==> src/rtl/core/swrs_mul.sv <==
// ============================================================================
// swrs_mul - shared signed multiplier
// One 33 by 33 signed multiply with a registered product.
// ============================================================================
`default_nettype none

module swrs_mul (
    input  wire logic               clk,
    input  wire logic               en,
    input  wire logic signed [32:0] a,
    input  wire logic signed [32:0] b,
    output logic signed [65:0]      prod
);
    logic signed [65:0] prod_reg;

    always_ff @(posedge clk)
    begin
        if (en)
        begin
            prod_reg <= a * b;
        end
    end

    assign prod = prod_reg;

endmodule

`default_nettype wire

==> config.mk <==
export PLATFORM = sky130hd
export DESIGN_NAME = swrs_mul
export DESIGN_NICKNAME = d
export VERILOG_FILES = /design/src/rtl/core/swrs_mul.sv
export SDC_FILE = /design/constraint.sdc
export NUM_CORES = 2
export LEC_CHECK = 0
export BUFFER_PORTS_ARGS = -buffer_cell sky130_fd_sc_hd__buf_4
export CAP_MARGIN = 20
export CORE_MARGIN = 3
export CORE_UTILIZATION = 40
export CTS_CLUSTER_DIAMETER = 150
export DETAILED_ROUTE_END_ITERATION = 8
export GPL_ROUTABILITY_DRIVEN = 1
export HOLD_SLACK_MARGIN = 0.08
export MAX_ROUTING_LAYER = met4
export SLEW_MARGIN = 20
export SYNTH_ARGS = -nofsm -noshare
export SYNTH_HDL_FRONTEND = slang
export SYNTH_SLANG_ARGS = --single-unit
==> constraint.sdc <==
create_clock -name clk -period 10.8 [get_ports clk]
set_input_delay 0 -clock clk [delete_from_list [all_inputs] [get_ports clk]]
set_output_delay 0 -clock clk [all_outputs]
set_load 0.03 [all_outputs]
## Yosys cells after proc, flatten, opt, wreduce, memory -nomap -nowiden

Cells that the tools add are included.

| word-level totals | value |
|---|---|
| register bits after elaboration | 66 |
| input port bits | 68 |
| output and inout bits | 66 |

| operators by class | value |
|---|---|
| multiply operators | 1 |

Operators by type and width:

| kind | number |
|---|---|
| multiplier 33 x 33 -> 66 bit | 1 |

## Depth between registers and ports, before layout

| depth | value |
|---|---|
| depth after elaboration | 1 |
| gate-level depth with buffers | 27 |
| depth with buffers taken out | 26 |

## Worst setup path after synthesis

No wires, ideal clock.

| path | value |
|---|---|
| path type | in2reg |
| from | input port a[32] |
| to | register prod_reg[62], in the netlist prod[62], data pin |
| arrival | 7.096 ns |
| required time | 10.531 ns |
| slack | 3.435 ns |
| cell stages on the path | 23 |
| buffers on the path | 2 |
| cells stage by stage | clkbuf_1 -> nand2_1 -> inv_1 -> fa_1 -> fa_1 -> fa_1 -> fa_1 -> fa_1 -> fa_1 -> fa_1 -> inv_1 -> fa_1 -> inv_1 -> ha_1 -> clkbuf_1 -> and3_1 -> nand3_1 -> nand2b_1 -> a2111oi_4 -> a211oi_4 -> a21o_2 -> a211oi_2 -> a211oi_2 |

| between the ends | value |
|---|---|
| word-level cells in the longest chain between the ends | 1 |

RTL lines:

| item | RTL line | text |
|---|---|---|
| from (decl) | 10 | `input wire logic signed [32:0] a,` |
| multiplier 33 x 33 -> 66 bit | 20 | `prod_reg <= a * b;` |
| to (signal assigned) | 20 |  |
| to (decl) | 14 | `logic signed [65:0] prod_reg;` |

Every way passes these cells.
A chain may end at the register's enable or synchronous reset.

## Worst setup path after layout

| path | value |
|---|---|
| from | input port b[6] |
| to | register prod_reg[62], in the netlist prod[62], data pin |

| between the ends | value |
|---|---|
| word-level cells in the longest chain between the ends | 1 |

RTL lines:

| item | RTL line | text |
|---|---|---|
| from (decl) | 11 | `input wire logic signed [32:0] b,` |
| multiplier 33 x 33 -> 66 bit | 20 |  |

Every way passes these cells.

==> flow_summary.toml <==
[outcome]
status = "finished clean"

[logic_synthesis]
syn-cell-area_um2 = 41400
ys_seq_elements = 66
synth_seq_area_share_pct = 4.79
syn_area_per_cell_um2 = 9.54
synth_edf_count = 66
yosys_warnings = 0
synthDistinctLibCells = 80
synthTopCellsByArea = "fa_1 (55%), inv_1 (10%), and2_1 (8.5%), ha_1 (6.6%), nand2_1 (5.0%)"
synth_nets = 5768
synthArstFlopShare_pct = 0
ys.flop_type = "edfxtp_1"
synth_top_area_share_pct = 55.4
postSynthCellCount = 4338
synth.largest_area_cell = "fa_1"

[floorplanning]
die_w_um = 328
core_um2 = 102000
die_y_um = 328
initial_core_util_pct = 40.5
io_pins = 134
die_area_um2 = 107000
rows = 117

[global_route]
grt_max_degree = 67
grt_pass1_vias = 31370
grt.overflow.total = 0
grt_usage_pct = 22.4
antenna_found_initial = 4
grt_pass1_wl_um = 179000

[cts]
cts_tree = "done"
clk_pin_slew_ns = 0.07
numCtsBuffers = 9
cts_root_buf = "clkbuf_16"
cts_buffer_depth = 2
clock-sinks = 66
postCtsSetupRepairBufs = 0
postCtsResizedCells = 0
cts_hold_buffers = 0
cts_max_level = 3

[drt]
wl_met3_um = 4970
met1_length_um = 41600
routed_wl_um = 112000
dr_wl_met2_um = 60500
viasPerCell = 5.03
wl_per_cell_um = 19.9
dr.max_layer_used = "met4"
drt_iter0_markers = 1464
post-route-drc-count = 0
dr_total_vias = 28389
dr.pass1.iters = 7
antenna_left = 0

[worst_setup_path]
end_kind = "flip-flop"
crit_fanout = 33
crit_type = "primary input to flip-flop"
critPathLaunch = "b[6]"
cp.required_ns = 10.89
arrival_ns = 7.69
start_kind = "primary input"

[timing]
relSlewSlack_pct = 27.7
setup_viol = 0
max_freq_mhz = 132
fin_setup_tns_ns = 0
fin_crit_sh_pct = 70.4
slew_violations = 0
rsz0062_at_grt = "false"
holdWs_ns = 0.249
hold_viol = 0
worstMarginPinSlew_ns = 1.08
finalCriticalPeriod_ns = 7.60

[layout]
stdcell_area_um2 = 43600
layout-drive-gt1-share_pct = 4.38
nFillCells = 10118
largest_reg_flops = 66
area_growth_pct = 5.31
nets = 5693

[worst_hold_path]
hold_end = "prod[0]$_DFFE_PP_"
hp-class = "primary input to flip-flop"
hold_path_startpoint = "b[0]"
hold_depth = 2

[place]
port_buffers = 133
place_area_um2 = 43300
dp_hpwl_um = 91700
place_congestion = 0.895

[flow_run]
cap_viol_max_count = 0
[per-stage QoR]
| step | util [%] | setup slack, ns | std cells |
|---|---|---|---|
| global route | 42.7 | 2.74 | 5640 |
| CTS | 42.6 | 3.11 | 5636 |
| finish | 42.7 | 3.20 | 5641 |
| floorplan | - | 3.43 | 4338 |
| detailed placement | 42.3 | 2.74 | 5620 |
| global placement | 42.3 | 2.76 | 5620 |
[Yosys cell counts (6+ instances only)]
master,instances
fa_1,1145
inv_1,1131
and2_1,562
nand2_1,551
ha_1,217
clkbuf_1,208
nor2_1,68
edfxtp_1,66
a21oi_1,57
xnor2_1,43
a21o_1,36
nand3_1,25
o21ai_0,25
xor2_1,25
nand2b_1,12
buf_2,11
nand4_1,11
o21bai_1,11
a31oi_1,8
a211oi_1,7
nor3_1,7
a211o_1,6
o21a_1,6
o21ai_1,6
[cell families (layout without fill, tap and decap cells)]
group | count (synthesis) | in the layout | share of synthesized area, %
simple gates | 1271 | 1271 | 15.5
compound gates | 219 | 219 | 4.00
other cells | 0 | 5 | 0
fa+ha+maj | 1362 | 1362 | 61.9
buf+inv | 1352 | 1282 | 12.3
xor+xnor | 68 | 68 | 1.44
flops | 66 | 66 | 4.79
[cell type report]
cell class | instances | area, µm² | area share, %
multi-input combinational | 2920 | 34300 | 78.7
inverter | 1131 | 4250 | 9.74
sequential | 66 | 1980 | 4.55
tap | 1368 | 1710 | 3.93
timing repair buffer | 135 | 1010 | 2.32
clock buffer | 10 | 229 | 0.525
clock inverter | 6 | 81.3 | 0.187
antenna | 5 | 12.5 | 0.0287
[how the worst max path moves through the flow]
stage | to | slack [ns] | cells after the start
3_5_place_dp | prod[58]$_DFFE_PP_ | 2.74 | 22
3_3_place_gp | prod[60]$_DFFE_PP_ | 2.76 | 20
4_1_cts | prod[60]$_DFFE_PP_ | 3.11 | 20
5_1_grt | prod[64]$_DFFE_PP_ | 2.74 | 22
2_1_floorplan | prod[62]$_DFFE_PP_ | 3.43 | 23
6_report | prod[62]$_DFFE_PP_ | 3.20 | 24
[worst max-delay path, cell delays in order]
cell and delay [ns]:
buf_4 0.33, nand2_1 0.21, inv_1 0.12, fa_1 0.44
fa_1 0.53, inv_1 0.13, fa_1 0.57, inv_1 0.08
fa_1 1.23, fa_1 0.59, fa_1 0.50, fa_1 0.49
inv_1 0.05, fa_1 0.47, inv_1 0.04, ha_1 0.42
and3_1 0.19, nand3_1 0.10, nand2b_1 0.24, a2111oi_4 0.35
a211oi_4 0.09, a21o_2 0.24, a211oi_2 0.19, a211oi_2 0.06
[layer usage]
layer | track usage [%] | vias to the layer above
met5 | - | -
met4 | 8.61 | 0
met3 | 2.42 | 185
met2 | 39.7 | 726
met1 | 26.0 | 15252
li1 | - | 12226
[placed cells by master (no fill, tap or decap), drive strengths merged, types with 12 or more instances in the layout]
master / n
fa: 1145
inv: 1131
and2: 563
nand2: 551
ha: 217
buf: 135
nor2: 68
edfxtp: 66
a21oi: 61
xnor2: 43
a21o: 38
o21ai: 33
nand3: 26
xor2: 25
nand2b: 12
nand4: 12
Power is left out: the tool's default activity adds up to more than one toggle a clock period on the data nets, which glitch-free logic cannot reach.
