<file path="config.mk">
export PLATFORM = sky130hd
export DESIGN_NAME = swrs_div
export DESIGN_NICKNAME = d
export VERILOG_FILES = /design/src/rtl/core/swrs_pkg.sv /design/src/rtl/core/swrs_div.sv
export SDC_FILE = /design/constraint.sdc
export NUM_CORES = 1
export LEC_CHECK = 0
export ABC_AREA = 1
export BUFFER_PORTS_ARGS = -buffer_cell sky130_fd_sc_hd__buf_2
export CORE_ASPECT_RATIO = 0.9
export CORE_MARGIN = 2
export CORE_UTILIZATION = 45
export DETAILED_ROUTE_END_ITERATION = 16
export SYNTH_ARGS = -nofsm -noshare
export SYNTH_HDL_FRONTEND = slang
export SYNTH_SLANG_ARGS = --single-unit
</file>
<file path="constraint.sdc">
create_clock -name clk -period 9.9 [get_ports clk]
set_input_delay 0.495 -clock clk [delete_from_list [all_inputs] [get_ports clk]]
set_output_delay 0.495 -clock clk [all_outputs]
set_load 0.05 [all_outputs]
</file>
<file path="src/rtl/core/swrs_pkg.sv">
// ============================================================================
// swrs_pkg - shared types and helpers for the sliding-window slope block
// Holds the sequencer states, the wide-multiply operation codes, the divider
// request bundle and the limb selector used by the shared multiplier.
// ============================================================================
`default_nettype none

package swrs_pkg;

    // Width of the divider step count (the longest division is under 256 steps).
    localparam int DIV_STEP_W = 8;

    typedef enum logic [3:0] {
        ST_IDLE,
        ST_OLD,
        ST_UPD,
        ST_RD,
        ST_SQ,
        ST_XY,
        ST_ACC,
        ST_WM_MUL,
        ST_WM_ACC,
        ST_SLOPE_GO,
        ST_SLOPE_WAIT,
        ST_TMEAN_GO,
        ST_TMEAN_WAIT,
        ST_FMEAN_GO,
        ST_FMEAN_WAIT,
        ST_OUT
    } state_t;

    // Wide products built from 32-bit limbs, in the order they are run.
    typedef enum logic [1:0] {
        OP_N_SXY,
        OP_SX_SY,
        OP_N_SXX,
        OP_SX_SX
    } op_t;

    typedef struct packed {
        logic                  start;
        logic [DIV_STEP_W-1:0] steps;
    } div_req_t;

    // Splits a 96-bit two's complement word into two unsigned limbs and one
    // signed top limb, each returned as a 33-bit signed multiplier operand.
    function automatic logic signed [32:0] limb_sel(input logic [95:0] v,
                                                    input logic [1:0]  idx);
        logic signed [32:0] r;
        case (idx)
            2'd0:    r = {1'b0, v[31:0]};
            2'd1:    r = {1'b0, v[63:32]};
            default: r = {v[95], v[95:64]};
        endcase
        return r;
    endfunction

endpackage

`default_nettype wire

</file>
<file path="src/rtl/core/swrs_div.sv">
// ============================================================================
// swrs_div - iterative restoring divider
// Unsigned division, one quotient bit per cycle, dividend fed from its MSB.
// ============================================================================
`default_nettype none

module swrs_div #(
    parameter int DIVW = 88,
    parameter int DENW = 72
) (
    input  wire logic                clk,
    input  wire logic                rst_n,
    input  wire swrs_pkg::div_req_t  req,
    input  wire logic [DIVW-1:0]     dividend,
    input  wire logic [DENW-1:0]     divisor,
    output logic                     busy,
    output logic [DIVW-1:0]          quotient
);
    import swrs_pkg::*;

    logic                  busy_reg, busy_next;
    logic [DIV_STEP_W-1:0] cnt_reg, cnt_next;
    logic [DENW-1:0]       rem_reg, rem_next;
    logic [DENW-1:0]       dsr_reg, dsr_next;
    logic [DIVW-1:0]       dvd_reg, dvd_next;
    logic [DIVW-1:0]       q_reg, q_next;
    logic [DENW:0]         trial;
    logic [DENW:0]         diff;
    logic                  ge;

    assign trial = {rem_reg, dvd_reg[DIVW-1]};
    assign diff  = trial - {1'b0, dsr_reg};
    assign ge    = (trial >= {1'b0, dsr_reg});

    always_comb
    begin
        busy_next = busy_reg;
        cnt_next  = cnt_reg;
        rem_next  = rem_reg;
        dsr_next  = dsr_reg;
        dvd_next  = dvd_reg;
        q_next    = q_reg;
        if (req.start)
        begin
            busy_next = 1'b1;
            cnt_next  = req.steps;
            rem_next  = '0;
            dsr_next  = divisor;
            dvd_next  = dividend;
            q_next    = '0;
        end
        else if (busy_reg)
        begin
            rem_next = ge ? diff[DENW-1:0] : trial[DENW-1:0];
            dvd_next = {dvd_reg[DIVW-2:0], 1'b0};
            q_next   = {q_reg[DIVW-2:0], ge};
            cnt_next = cnt_reg - DIV_STEP_W'(1);
            if (cnt_reg == DIV_STEP_W'(1))
            begin
                busy_next = 1'b0;
            end
        end
    end

    always_ff @(posedge clk or negedge rst_n)
    begin
        if (!rst_n)
        begin
            busy_reg <= 1'b0;
            cnt_reg  <= '0;
        end
        else
        begin
            busy_reg <= busy_next;
            cnt_reg  <= cnt_next;
        end
    end

    always_ff @(posedge clk)
    begin
        rem_reg <= rem_next;
        dsr_reg <= dsr_next;
        dvd_reg <= dvd_next;
        q_reg   <= q_next;
    end

    assign busy     = busy_reg;
    assign quotient = q_reg;

endmodule

`default_nettype wire

</file>
Word level (Yosys, flattened, before mapping)
Index checks and enable logic that the tools add are counted.
Widths: inputs -> output; s select.
{"block": "word_totals", "register_bits": 329, "in_bits": 171, "word_cells": 19}
{"block": "op_classes", "addsub": 2, "magnitude_cmp": 1, "n_eq_ne": 1, "n_mux": 8, "n_reduce_logical": 1}
{"op": "$mux 88", "count": 2}
{"op": "$ge 73x72->1", "count": 1}
{"op": "$mux 72", "count": 1}
{"op": "$sub 72x72->72", "count": 1}
{"op": "$mux 8", "count": 2}
{"op": "$eq 8x1->1 const B", "count": 1}
{"op": "$sub 8x1->8 const B", "count": 1}
{"op": "$mux 1", "count": 3}
{"op": "$reduce_bool 2->1", "count": 1}

Longest topological paths before layout
Gate-level depths: netlist of run 1.
{"block": "logic_depth", "word_depth": 4, "depth_mapped": 19}

Worst setup path before layout of run 1
Ideal clock, no wire load.
{"block": "synth_timing", "path_type": "reg-to-reg", "from": "register busy_reg (netlist: busy)", "to": "register dvd_reg[0], enable pin", "setup_time_ns": 0.487, "arrival_time_ns": 3.781, "setup_slack_ns": 5.632, "path_stages_with_launch": 5, "path_cell_list": "dfrtp_1 -> nor2_1 -> inv_1 -> clkbuf_1 -> clkbuf_1"}
{"block": "synth_between", "elab_chain_len": 1}
{"item": "from (decl)", "line": "swrs_div.sv:21", "source": "logic busy_reg, busy_next;"}
{"item": "from (signal assigned)", "line": "swrs_div.sv:74", "source": "busy_reg <= busy_next;"}
{"item": "$reduce_bool 2->1 (no source line)"}
{"item": "to (signal assigned)", "line": "swrs_div.sv:83", "source": "dvd_reg <= dvd_next;"}
{"item": "to (decl)", "line": "swrs_div.sv:25", "source": "logic [DIVW-1:0] dvd_reg, dvd_next;"}
No other way between the ends.
A chain may end at the register's enable or synchronous reset.

==> metrics.sh, run 1 <==
POST-ROUTE-MIN-PERIOD_NS=3.57
AVGROUTEDWIREPERCELL_UM=16.1
SYNTH_TOP_FAMILY_BY_AREA='simple AND/OR/NAND/NOR gates'
SYNTH-MAIN-FF-CELL='sky130_fd_sc_hd__edfxtp_1'
UPPERMOST_LAYER_ROUTED='met5'
VIA_COUNT_OF_THE_FIRST_GLOBAL_ROUTING_PASS=16000
YOSYS_REGISTER_BITS=329
TIMING.SETUP.TNS_NS=0
SYNTH_CELL_TYPE_COUNT=45
POWER_LEAKAGE_uW=0.0113
POWER_SWITCHING_uW=770
AREA.GROWTH.SYNTH_TO_FINAL_PCT=15.2
POWER_REPORT.INTERNAL_TOTAL_uW=2340
WORST_SKEW_PAIR.LATE_LATENCY_NS=0.58
SIMPLE_GATE_SHARE_OF_THE_SYNTHESIZED_AREA_PCT=30.9
SYNTH-WARNING-COUNT=0
SYNTH_MUX_AREA_SHARE_PCT=0
DIE_Y_UM=198
POSTSYNTH.ASYNCRESETSHARE_PCT=2.74
MET1WIRELENGTH_UM=26000
MAX_FREQ_MHz=280
GRT_START_MAX_NET_PINS=98
CRIT_PATH_END_KIND='register'
ROUTED_VIA_DENSITY=4.89
STATUS='complete, no violations'
MULTI_INPUT_COMB_AREA_MM2=0.00848
COMB_POWER_SHARE_PCT=8.9
POSTLAYOUTCELLAREA_MM2=0.0217
PATH_CELLS='buf_6, inv_2, buf_4, nand2_4, inv_2, buf_4, nand3_4, inv_4, nand2_1, nand3_1'
HOLD_PATH_CLASS='in -> reg'
LAYOUT_WORST_PATH_CYCLE_SHARE_PCT=36.1
CORE_MM2=0.0416
DRIVE_ABOVE_1_SHARE_PCT=13.0
VIAS=16800
SYNTH-EDFF-COUNT=160
INITIAL_ANTENNA_VIOLATION_COUNT=15
WORST_SETUP_HOLD_PATH_CLK_SLEW_NS=0.07
POWER_PER_CELL_AREA_mW_PER_MM2=143
CRITICAL_PATH.MAX_STAGE_DELAY_NS=0.73
ROUTE.MET3.WL_UM=4020
TRACK_USAGE_PCT=25.4
WORST_SLEW_PIN_SLEW_NS=1.16
ROUTED_WIRELENGTH_UM=55600
FLOORPLAN.ROWS=71
MAX-CAP-VIOLATIONS=0
MOST_USED_CELLS_IN_THE_LAYOUT_EXCLUDING_FILL_AND_TAP_CELLS='993 x sky130_fd_sc_hd__nand2_1, 464 x sky130_fd_sc_hd__inv_1, 258 x sky130_fd_sc_hd__buf_2'
DIE_W_UM=220
POWER.IR.VDD_WORST_V=0.000150
DETAILEDROUTE.FIRSTPASSITERATIONCOUNT=5
INITIAL_CELL_DENSITY_OF_THE_CORE_PCT=45.4
TIMING.SETUP.CRITICAL_PATH_CLASS='in -> reg'
GPL.FINAL_WEIGHTED_CONGESTION=0.956
SYN-NUM-NETS=2870
LAYOUT.CELLS.MOST_COMMON='sky130_fd_sc_hd__nand2_1'
FINALHOLDVIOLCOUNT=0
REPORT.FINAL.SETUP_VIOL=0
SYNTH_FA_HA_AREA_SHARE_PCT=5.02
CTS_HOLD_REPAIR.BUFFERS=1
HOLDPATHSTAGES=1
REMAINING_ANTENNA_VIOLATION_COUNT_AFTER_ROUTING=0
DETAILEDPLACEMENTHPWL_UM=42900
CLOCK_POWER_SHARE_PCT=42.0
GRT_OVERFLOW=0
CLOCK_PATH_BUFFERS=3
AVGSYNTHCELLAREA_UM2=7.19
CTS_ROOT_BUF='sky130_fd_sc_hd__clkbuf_16'
CTS.REPAIR.RESIZED=0
CP_LAUNCH_TYPE='input pin'
WORST_R2R_PATH_DEPTH=13
SYNTH_XOR_XNOR_AREA_SHARE_PCT=2.04
ROUTED-WL-MET2_UM=23800
WORSTPATHREQUIRED_NS=10.39
CTS_MADE_BUFFERS=36
POSTCTSSETUPREPAIRBUFS=0
MAXSLEWVIOLCOUNT=0
SEQUENTIALPOWERSHARE_PCT=49.1
CTS_TREE='yes'
FINAL_NETS=3103
SW_FRAC_OF_TOTAL_PCT=24.8
TIMING.SLEW.HEADROOM_PCT=22.9
CP_DATA_ARRIVAL_TIME_NS=4.06
DESIGN.PORTCOUNT=260
HTREE_LEVELS=2
FLOORPLAN.DIE_AREA_MM2=0.0436
FILLER_CELL_COUNT=4189
REMAINING_DRC_ERRORS=0
IO_BUFFER_COUNT=259
AREA_OCCUPIED_BY_REGISTERS_MM2=0.00823
CRIT_FANOUT=97
DETAIL_ROUTE.ITER0.VIOLATIONS=1153
SYNTH-SEQ-AREA-SHARE_PCT=43.7
SYNTH_COMPOUND_GATE_AREA_SHARE_PCT=6.91
CP_SLOWEST_CELL='sky130_fd_sc_hd__nand2_4'
POSTSYNTHCELLCOUNT=2624
GRT_PASS1_WL_UM=86100
PLACEDINSTANCEAREA_MM2=0.0205
CLOCK_SKEW_NS=0.0340
UNREPAIRED_SETUP_ENDPOINTS_AFTER_GLOBAL_ROUTING='no'
MAPPEDNETLISTAREA_MM2=0.0189
CLKSINKCOUNT=329
worst max-delay path, delay by kind of cell:
family	cells	cell delay, ns
buffers and inverters	6	2.27
and+or+nand+nor	4	1.11
cell usage after synthesis, types with 3 or more instances:
| cell | n | area (um2) |
|---|---|---|
| sky130_fd_sc_hd__o22ai_1 | 87 | 544 |
| sky130_fd_sc_hd__xor2_1 | 42 | 368 |
| sky130_fd_sc_hd__inv_2 | 6 | 22.5 |
| sky130_fd_sc_hd__edfxtp_1 | 160 | 4800 |
| sky130_fd_sc_hd__nand2_2 | 14 | 87.6 |
| sky130_fd_sc_hd__nor2_1 | 139 | 522 |
| sky130_fd_sc_hd__o211ai_1 | 4 | 30.0 |
| sky130_fd_sc_hd__buf_1 | 5 | 18.8 |
| sky130_fd_sc_hd__buf_6 | 13 | 146 |
| sky130_fd_sc_hd__nand2_1 | 994 | 3730 |
| sky130_fd_sc_hd__clkbuf_1 | 48 | 180 |
| sky130_fd_sc_hd__buf_2 | 3 | 15.0 |
| sky130_fd_sc_hd__nor3_1 | 15 | 75.1 |
| sky130_fd_sc_hd__o221ai_1 | 3 | 26.3 |
| sky130_fd_sc_hd__ha_1 | 74 | 926 |
| sky130_fd_sc_hd__clkinv_1 | 4 | 15.0 |
| sky130_fd_sc_hd__a21oi_2 | 5 | 43.8 |
| sky130_fd_sc_hd__o21bai_1 | 15 | 113 |
| sky130_fd_sc_hd__nand4_1 | 24 | 150 |
| sky130_fd_sc_hd__dfxtp_1 | 160 | 3200 |
| sky130_fd_sc_hd__nor4_1 | 5 | 31.3 |
| sky130_fd_sc_hd__nand3b_1 | 9 | 67.6 |
| sky130_fd_sc_hd__nand3_2 | 12 | 120 |
| sky130_fd_sc_hd__nand3_1 | 181 | 906 |
| sky130_fd_sc_hd__a21oi_1 | 72 | 360 |
| sky130_fd_sc_hd__dfrtp_1 | 9 | 225 |
| sky130_fd_sc_hd__o21ai_0 | 28 | 140 |
| sky130_fd_sc_hd__nor2_2 | 6 | 37.5 |
| sky130_fd_sc_hd__inv_1 | 465 | 1750 |
stage by stage:
stage          utilization, %  power, uW  cells  hold WS, ns  worst slack (ns)
3_3_place_gp             49.4       1830   3365        0.362              5.80
2_1_floorplan               -       1730   2624        0.199              5.63
6_report                 52.2       3110   3441       0.0815              6.33
3_5_place_dp             49.4       1830   3365        0.367              5.73
4_1_cts                  52.2       3150   3432       0.0521              6.32
5_1_grt                  52.2       3250   3434       0.0657              6.02
final cells by class:
type | instances | share of cell area [%]
antenna | 9 | 0.104
clock inverter | 16 | 0.530
clock buffer | 50 | 4.77
multi-input combinational | 1748 | 39.0
tap | 547 | 3.15
inverter | 476 | 8.26
sequential | 329 | 37.9
timing repair buffer | 266 | 6.25
routing by layer:
| layer | vias to the layer above | global-route usage (%) |
|---|---|---|
| met5 | - | 0 |
| met4 | 12 | 8.48 |
| met3 | 86 | 6.77 |
| met2 | 408 | 38.8 |
| met1 | 7599 | 34.7 |
| li1 | 8723 | - |
logic make-up (layout without fill, tap and decap cells):
group	count (synthesis)	in the layout
compound gates	221	221
other cells	0	9
buf+inv	547	808
flops	329	329
simple gates	1408	1408
fa+ha+maj	75	75
xor+xnor	44	44
power by group through the flow:
stage / sequential, uW / clock (uW) / combinational [uW]
global route: 1530 / 1400 / 316
finish: 1530 / 1300 / 278
floorplan: 1550 / 0 / 185
global placement: 1550 / 0 / 275
CTS: 1530 / 1340 / 280
detailed placement: 1550 / 0 / 278
final timing paths:
kind	startpoint	slack [ns]	to
min	divisor[14]	0.08	dsr_reg[14]
min reg2reg	quotient[87]	0.46	quotient[87]
min in group asynchronous	rst_n	0.37	cnt_reg[2]
max in group asynchronous	rst_n	9.31	cnt_reg[4]
max	req[8]	6.33	rem_reg[62]
max reg2reg	dsr_reg[43]	6.49	rem_reg[62]
Note: power is estimated with default switching activity, not from simulation.
==> inputs of run 2 (changes only) <==
--- a/config.mk
+++ b/config.mk
@@ -5,12 +5,13 @@
 export SDC_FILE = /design/constraint.sdc
 export NUM_CORES = 1
 export LEC_CHECK = 0
-export ABC_AREA = 1
+export ABC_AREA = 0
 export BUFFER_PORTS_ARGS = -buffer_cell sky130_fd_sc_hd__buf_2
 export CORE_ASPECT_RATIO = 0.9
 export CORE_MARGIN = 2
 export CORE_UTILIZATION = 45
 export DETAILED_ROUTE_END_ITERATION = 16
+export PLACE_DENSITY = 0.68
 export SYNTH_ARGS = -nofsm -noshare
 export SYNTH_HDL_FRONTEND = slang
 export SYNTH_SLANG_ARGS = --single-unit
==> constraint.sdc (replaced) <==
create_clock -name clk -period 3.1 [get_ports clk]
set_input_delay 0.155 -clock clk [delete_from_list [all_inputs] [get_ports clk]]
set_output_delay 0.155 -clock clk [all_outputs]
set_load 0.05 [all_outputs]
==> run 2 against run 1 <==
  * Critical path type is now reg -> reg
  * Worst setup slack lost 6.5 ns
  * The run now ends with negative setup slack left
  * Critical endpoint is now rem_reg[58]
  * Sequential share of layout area shrank 4.0 points
  * First-iteration DRC count shrank 14%
  * Register-to-register slack lost 6.6 ns
  * Final cell count shrank 18%
  * Highest routed layer unchanged
==> metrics.sh, run 2 <==
SYNTH-WARNING-COUNT=0  # unchanged
CLKSINKCOUNT=329  # unchanged
DETAILEDROUTE.FIRSTPASSITERATIONCOUNT=5  # unchanged
MOST_USED_CELLS_IN_THE_LAYOUT_EXCLUDING_FILL_AND_TAP_CELLS='258 x sky130_fd_sc_hd__buf_2, 184 x sky130_fd_sc_hd__nor2_1, 181 x sky130_fd_sc_hd__buf_4'  # was 993 x sky130_fd_sc_hd__nand2_1, 464 x sky130_fd_sc_hd__inv_1, 258 x sky130_fd_sc_hd__buf_2
POSTSYNTHCELLCOUNT=1717  # was 2624
SYNTH.LARGEST_AREA_CELL='sky130_fd_sc_hd__edfxtp_1'  # unchanged
SYNTH_FA_HA_AREA_SHARE_PCT=5.42  # was 5.02%
WORST_SKEW_PAIR.LATE_LATENCY_NS=0.57  # was 0.58 ns
POWER_PER_CELL_AREA_mW_PER_MM2=452  # was 143 mW/mm2
FILLER_CELL_COUNT=3072  # was 4189
CLOCK_PATH_BUFFERS=3  # unchanged
SYNTH-SEQ-AREA-SHARE_PCT=47.2  # was 43.7%
GPL.FINAL_WEIGHTED_CONGESTION=0.911  # was 0.956
CRIT_PATH_END_KIND='register'  # unchanged
CTS_MADE_BUFFERS=37  # was 36
POST-ROUTE-MIN-PERIOD_NS=3.25
ROUTED_VIA_DENSITY=5.46  # was 4.89
MAPPEDNETLISTAREA_MM2=0.0174  # was 0.0189 mm2
STATUS='finished with violations'  # was complete, no violations
FAILED_CHECKS='negative setup slack'
REMAINING_DRC_ERRORS=0  # unchanged
WORST_SETUP_HOLD_PATH_CLK_SLEW_NS=0.06  # was 0.07 ns
CTS_TREE='yes'  # unchanged
AREA_OCCUPIED_BY_REGISTERS_MM2=0.00824  # was 0.00823 mm2
VIA_COUNT_OF_THE_FIRST_GLOBAL_ROUTING_PASS=15100  # was 16000
GRT_OVERFLOW=0  # unchanged
INITIAL_CELL_DENSITY_OF_THE_CORE_PCT=45.5  # was 45.4%
REMAINING_ANTENNA_VIOLATION_COUNT_AFTER_ROUTING=0  # unchanged
CTS_ROOT_BUF='sky130_fd_sc_hd__clkbuf_16'  # unchanged
YOSYS.CELL_COUNT.TOP_TYPE='sky130_fd_sc_hd__nor2_1'  # was sky130_fd_sc_hd__nand2_1
MAXSLEWVIOLCOUNT=0  # unchanged
LAYOUT_WORST_PATH_CYCLE_SHARE_PCT=105
COMB_POWER_SHARE_PCT=14.7  # was 8.9%
LAYOUT.CELLS.MOST_COMMON='sky130_fd_sc_hd__buf_2'  # was sky130_fd_sc_hd__nand2_1
SYNTH_XOR_XNOR_AREA_SHARE_PCT=3.57  # was 2.04%
HOLD_PATH_CLASS='in -> async'  # was in -> reg
AVGROUTEDWIREPERCELL_UM=18.8  # was 16.1 um
SYNTH_CELL_TYPE_COUNT=78  # was 45
TIMING.FINAL.WS_SETUP_NS=-0.153  # was 6.33 ns
FINAL_UTIL_PCT=63.4  # was 52.2%
MAX-CAP-VIOLATIONS=0  # unchanged
FLOORPLAN.ROWS=68  # was 71
PLACEDINSTANCEAREA_MM2=0.0204  # was 0.0205 mm2
SYNTH_COMPOUND_GATE_AREA_SHARE_PCT=14.2  # was 6.91%
AREA.GROWTH.SYNTH_TO_FINAL_PCT=39.3  # was 15.2%
TIMING.SLEW.HEADROOM_PCT=23.2  # was 22.9%
DETAIL_ROUTE.ITER0.VIOLATIONS=997  # was 1153
SYNTH_TOP_FAMILY_BY_AREA='compound AO/OA/AOI/OAI gates'  # was simple AND/OR/NAND/NOR gates
POSTLAYOUTCELLAREA_MM2=0.0243  # was 0.0217 mm2
PATH_CELLS='ha_2, fa_2, nand2b_4, a211oi_4, o21a_1, a31oi_2, a311o_1, buf_6, buf_4, a211oi_4, a21oi_2, xnor2_1, nand2_1, a311oi_1'  # was buf_6, inv_2, buf_4, nand2_4, inv_2, buf_4, nand3_4, inv_4, nand2_1, nand3_1
CORE_MM2=0.0383  # was 0.0416 mm2
DETAILEDPLACE.WORSTSLACK_NS=-0.241  # was 5.73 ns
DRIVE_ABOVE_1_SHARE_PCT=31.7  # was 13.0%
SYN-NUM-NETS=1963  # was 2870
SYNTH_MUX_AREA_SHARE_PCT=12.9  # was 0%
ROUTED_WIRELENGTH_UM=52700  # was 55600 um
UNREPAIRED_SETUP_ENDPOINTS_AFTER_GLOBAL_ROUTING='yes'  # was no
POWER_REPORT.INTERNAL_TOTAL_uW=8190  # was 2340 uW
POSTSYNTH.ASYNCRESETSHARE_PCT=2.74  # unchanged
SYNTH-EDFF-COUNT=160  # unchanged
NETLIST_TOP_CELLS_COUNT='191 x sky130_fd_sc_hd__nor2_1, 160 x sky130_fd_sc_hd__dfxtp_1, 160 x sky130_fd_sc_hd__edfxtp_1, 126 x sky130_fd_sc_hd__mux2i_1, 123 x sky130_fd_sc_hd__nand2_1'  # was 994 x sky130_fd_sc_hd__nand2_1, 465 x sky130_fd_sc_hd__inv_1, 181 x sky130_fd_sc_hd__nand3_1, 160 x sky130_fd_sc_hd__dfxtp_1, 160 x sky130_fd_sc_hd__edfxtp_1
DIE_Y_UM=191  # was 198 um
WORSTPATHREQUIRED_NS=3.57  # was 10.39 ns
POWER.IR.VDD_WORST_V=0.000463  # was 0.000150 V
DESIGN.PORTCOUNT=260  # unchanged
VIAS=15300  # was 16800
YOSYS_REGISTER_BITS=329  # unchanged
AVGSYNTHCELLAREA_UM2=10.2  # was 7.19 um2
FLOORPLAN.DIE_AREA_MM2=0.0403  # was 0.0436 mm2
IO_BUFFER_COUNT=259  # unchanged
TIMING.SETUP.CRITICAL_PATH_CLASS='reg -> reg'  # was in -> reg
POWER_SWITCHING_uW=2800  # was 770 uW
HTREE_LEVELS=2  # unchanged
POWER_LEAKAGE_uW=0.0110  # was 0.0113 uW
FINAL.HOLD.WORST_SLACK_NS=0.0176  # was 0.0815 ns
REPORT.FINAL.SETUP_VIOL=6  # was 0
CP_DATA_ARRIVAL_TIME_NS=3.72  # was 4.06 ns
WORST_SLEW_PIN_SLEW_NS=1.15  # was 1.16 ns
SYNTH-MAIN-FF-CELL='sky130_fd_sc_hd__edfxtp_1'  # unchanged
CP_SLOWEST_CELL='sky130_fd_sc_hd__a311o_1'  # was sky130_fd_sc_hd__nand2_4
CP_LAUNCH_TYPE='register'  # was input pin
SW_FRAC_OF_TOTAL_PCT=25.4  # was 24.8%
FINAL_NETS=2530  # was 3103
CLOCK_POWER_SHARE_PCT=40.3  # was 42.0%
CRITICAL_PATH.MAX_STAGE_DELAY_NS=0.41  # was 0.73 ns
CRIT_TOP_CELL='sky130_fd_sc_hd__a211oi_4'
DETAILEDPLACEMENTHPWL_UM=34400  # was 42900 um
SEQUENTIALPOWERSHARE_PCT=45.0  # was 49.1%
FINALHOLDVIOLCOUNT=0  # unchanged
SYNTH.TOP_CELLS.BY_AREA='sky130_fd_sc_hd__edfxtp_1 28%, sky130_fd_sc_hd__dfxtp_1 18%, sky130_fd_sc_hd__mux2i_1 7.2%'  # was sky130_fd_sc_hd__edfxtp_1 25%, sky130_fd_sc_hd__nand2_1 20%, sky130_fd_sc_hd__dfxtp_1 17%
MULTI_INPUT_COMB_AREA_MM2=0.00913  # was 0.00848 mm2
TRACK_USAGE_PCT=25.0  # was 25.4%
NETLIST.AREA_LEADER.SHARE_PCT=27.6  # was 25.5%
CLOCK_SKEW_NS=0.0252  # was 0.0340 ns
GRT_PASS1_WL_UM=79900  # was 86100 um
MAX_FREQ_MHz=307
INITIAL_ANTENNA_VIOLATION_COUNT=5  # was 15
SIMPLE_GATE_SHARE_OF_THE_SYNTHESIZED_AREA_PCT=11.9  # was 30.9%
CRIT_FANOUT=3  # was 97
GRT_START_MAX_NET_PINS=111  # was 98
DIE_W_UM=212  # was 220 um
[run 2: cell types whose count changed in the layout (fill, tap and decap cells not counted), sizes merged, moves of 88 or more]
cell / delta
inv: -381
nand2: -884
dlygate4sd3: +168
buf: +192
mux2: +88
nand3: -180
mux2i: +126
[run 2: stage by stage]
| step | setup TNS, ns | power (uW) | std cells |
|---|---|---|---|
| 4_1_cts | 0 | 10900 | 2784 |
| 5_1_grt | -2.39 | 11400 | 2806 |
| 3_5_place_dp | -3.21 | 6320 | 2544 |
| 3_3_place_gp | -1.24 | 6300 | 2544 |
| 2_1_floorplan | 0 | 5790 | 1717 |
| 6_report | -0.545 | 11000 | 2807 |
[run 2: routing by layer]
| layer | vias up | global-route usage (%) | routed length [um] |
|---|---|---|---|
| met5 | - | 0 | 12 |
| met4 | 2 | 9.89 | 1940 |
| met3 | 117 | 5.91 | 3540 |
| met2 | 522 | 39.4 | 23700 |
| met1 | 7340 | 33.2 | 23500 |
| li1 | 7350 | - | - |
[run 2: cell type report]
class	count	area share (%)
Multi-Input combinational cell	1194	37.6
Sequential cell	329	33.9
Timing Repair Buffer	629	19.5
Clock buffer	45	4.06
Tap cell	490	2.52
Inverter	93	1.45
Clock inverter	23	0.891
Antenna cell	4	0.0412
[run 2: power groups by stage]
stage	Sequential [uW]	Clock, uW	Combinational (uW)
6_report	4940	4430	1620
5_1_grt	4960	4680	1760
4_1_cts	4930	4520	1500
3_5_place_dp	5020	0	1300
3_3_place_gp	5010	0	1290
2_1_floorplan	4990	0	799
[run 2: kinds of logic (layout without fill, tap and decap cells)]
kind of cell | Yosys count | after routing
simple gates | 456 | 456
compound gates | 378 | 378
flops | 329 | 329
mux | 214 | 214
buf+inv | 194 | 790
fa+ha+maj | 75 | 75
xor+xnor | 71 | 71
other cells | 0 | 4
[run 2: path summary, 6_finish.rpt]
kind	start	endpoint	slack, ns	depth (start not counted)
max	dsr_reg[0]	rem_reg[58]	-0.15	14
min	rst_n	cnt_reg[7]	0.02	2
min in group clk	req[8]	dsr_reg[43]	0.13	2
min reg2reg	quotient[0]	quotient[0]	0.49	2
max in group asynchronous	rst_n	busy	2.87	2
max reg2reg	dsr_reg[0]	rem_reg[58]	-0.15	14
[run 2: critical path, delay by kind of cell (launching register included)]
family          cells  cell delay (ns)
compound gates      7             1.54
xor+xnor            1             0.17
buf+inv             2             0.28
fa+ha+maj           2             0.55
simple gates        2             0.23
flops               1             0.38
[run 2: what timing repair did]
action | CTS | global route
hold buffers | 169 | 0
pin swaps | 8 | 62
setup buffers | 2 | 19
endpoints found under the setup margin | 68 | 73
resized for setup | 30 | 141
endpoints found under the hold margin | 177 | 0
cloned | 1 | 3
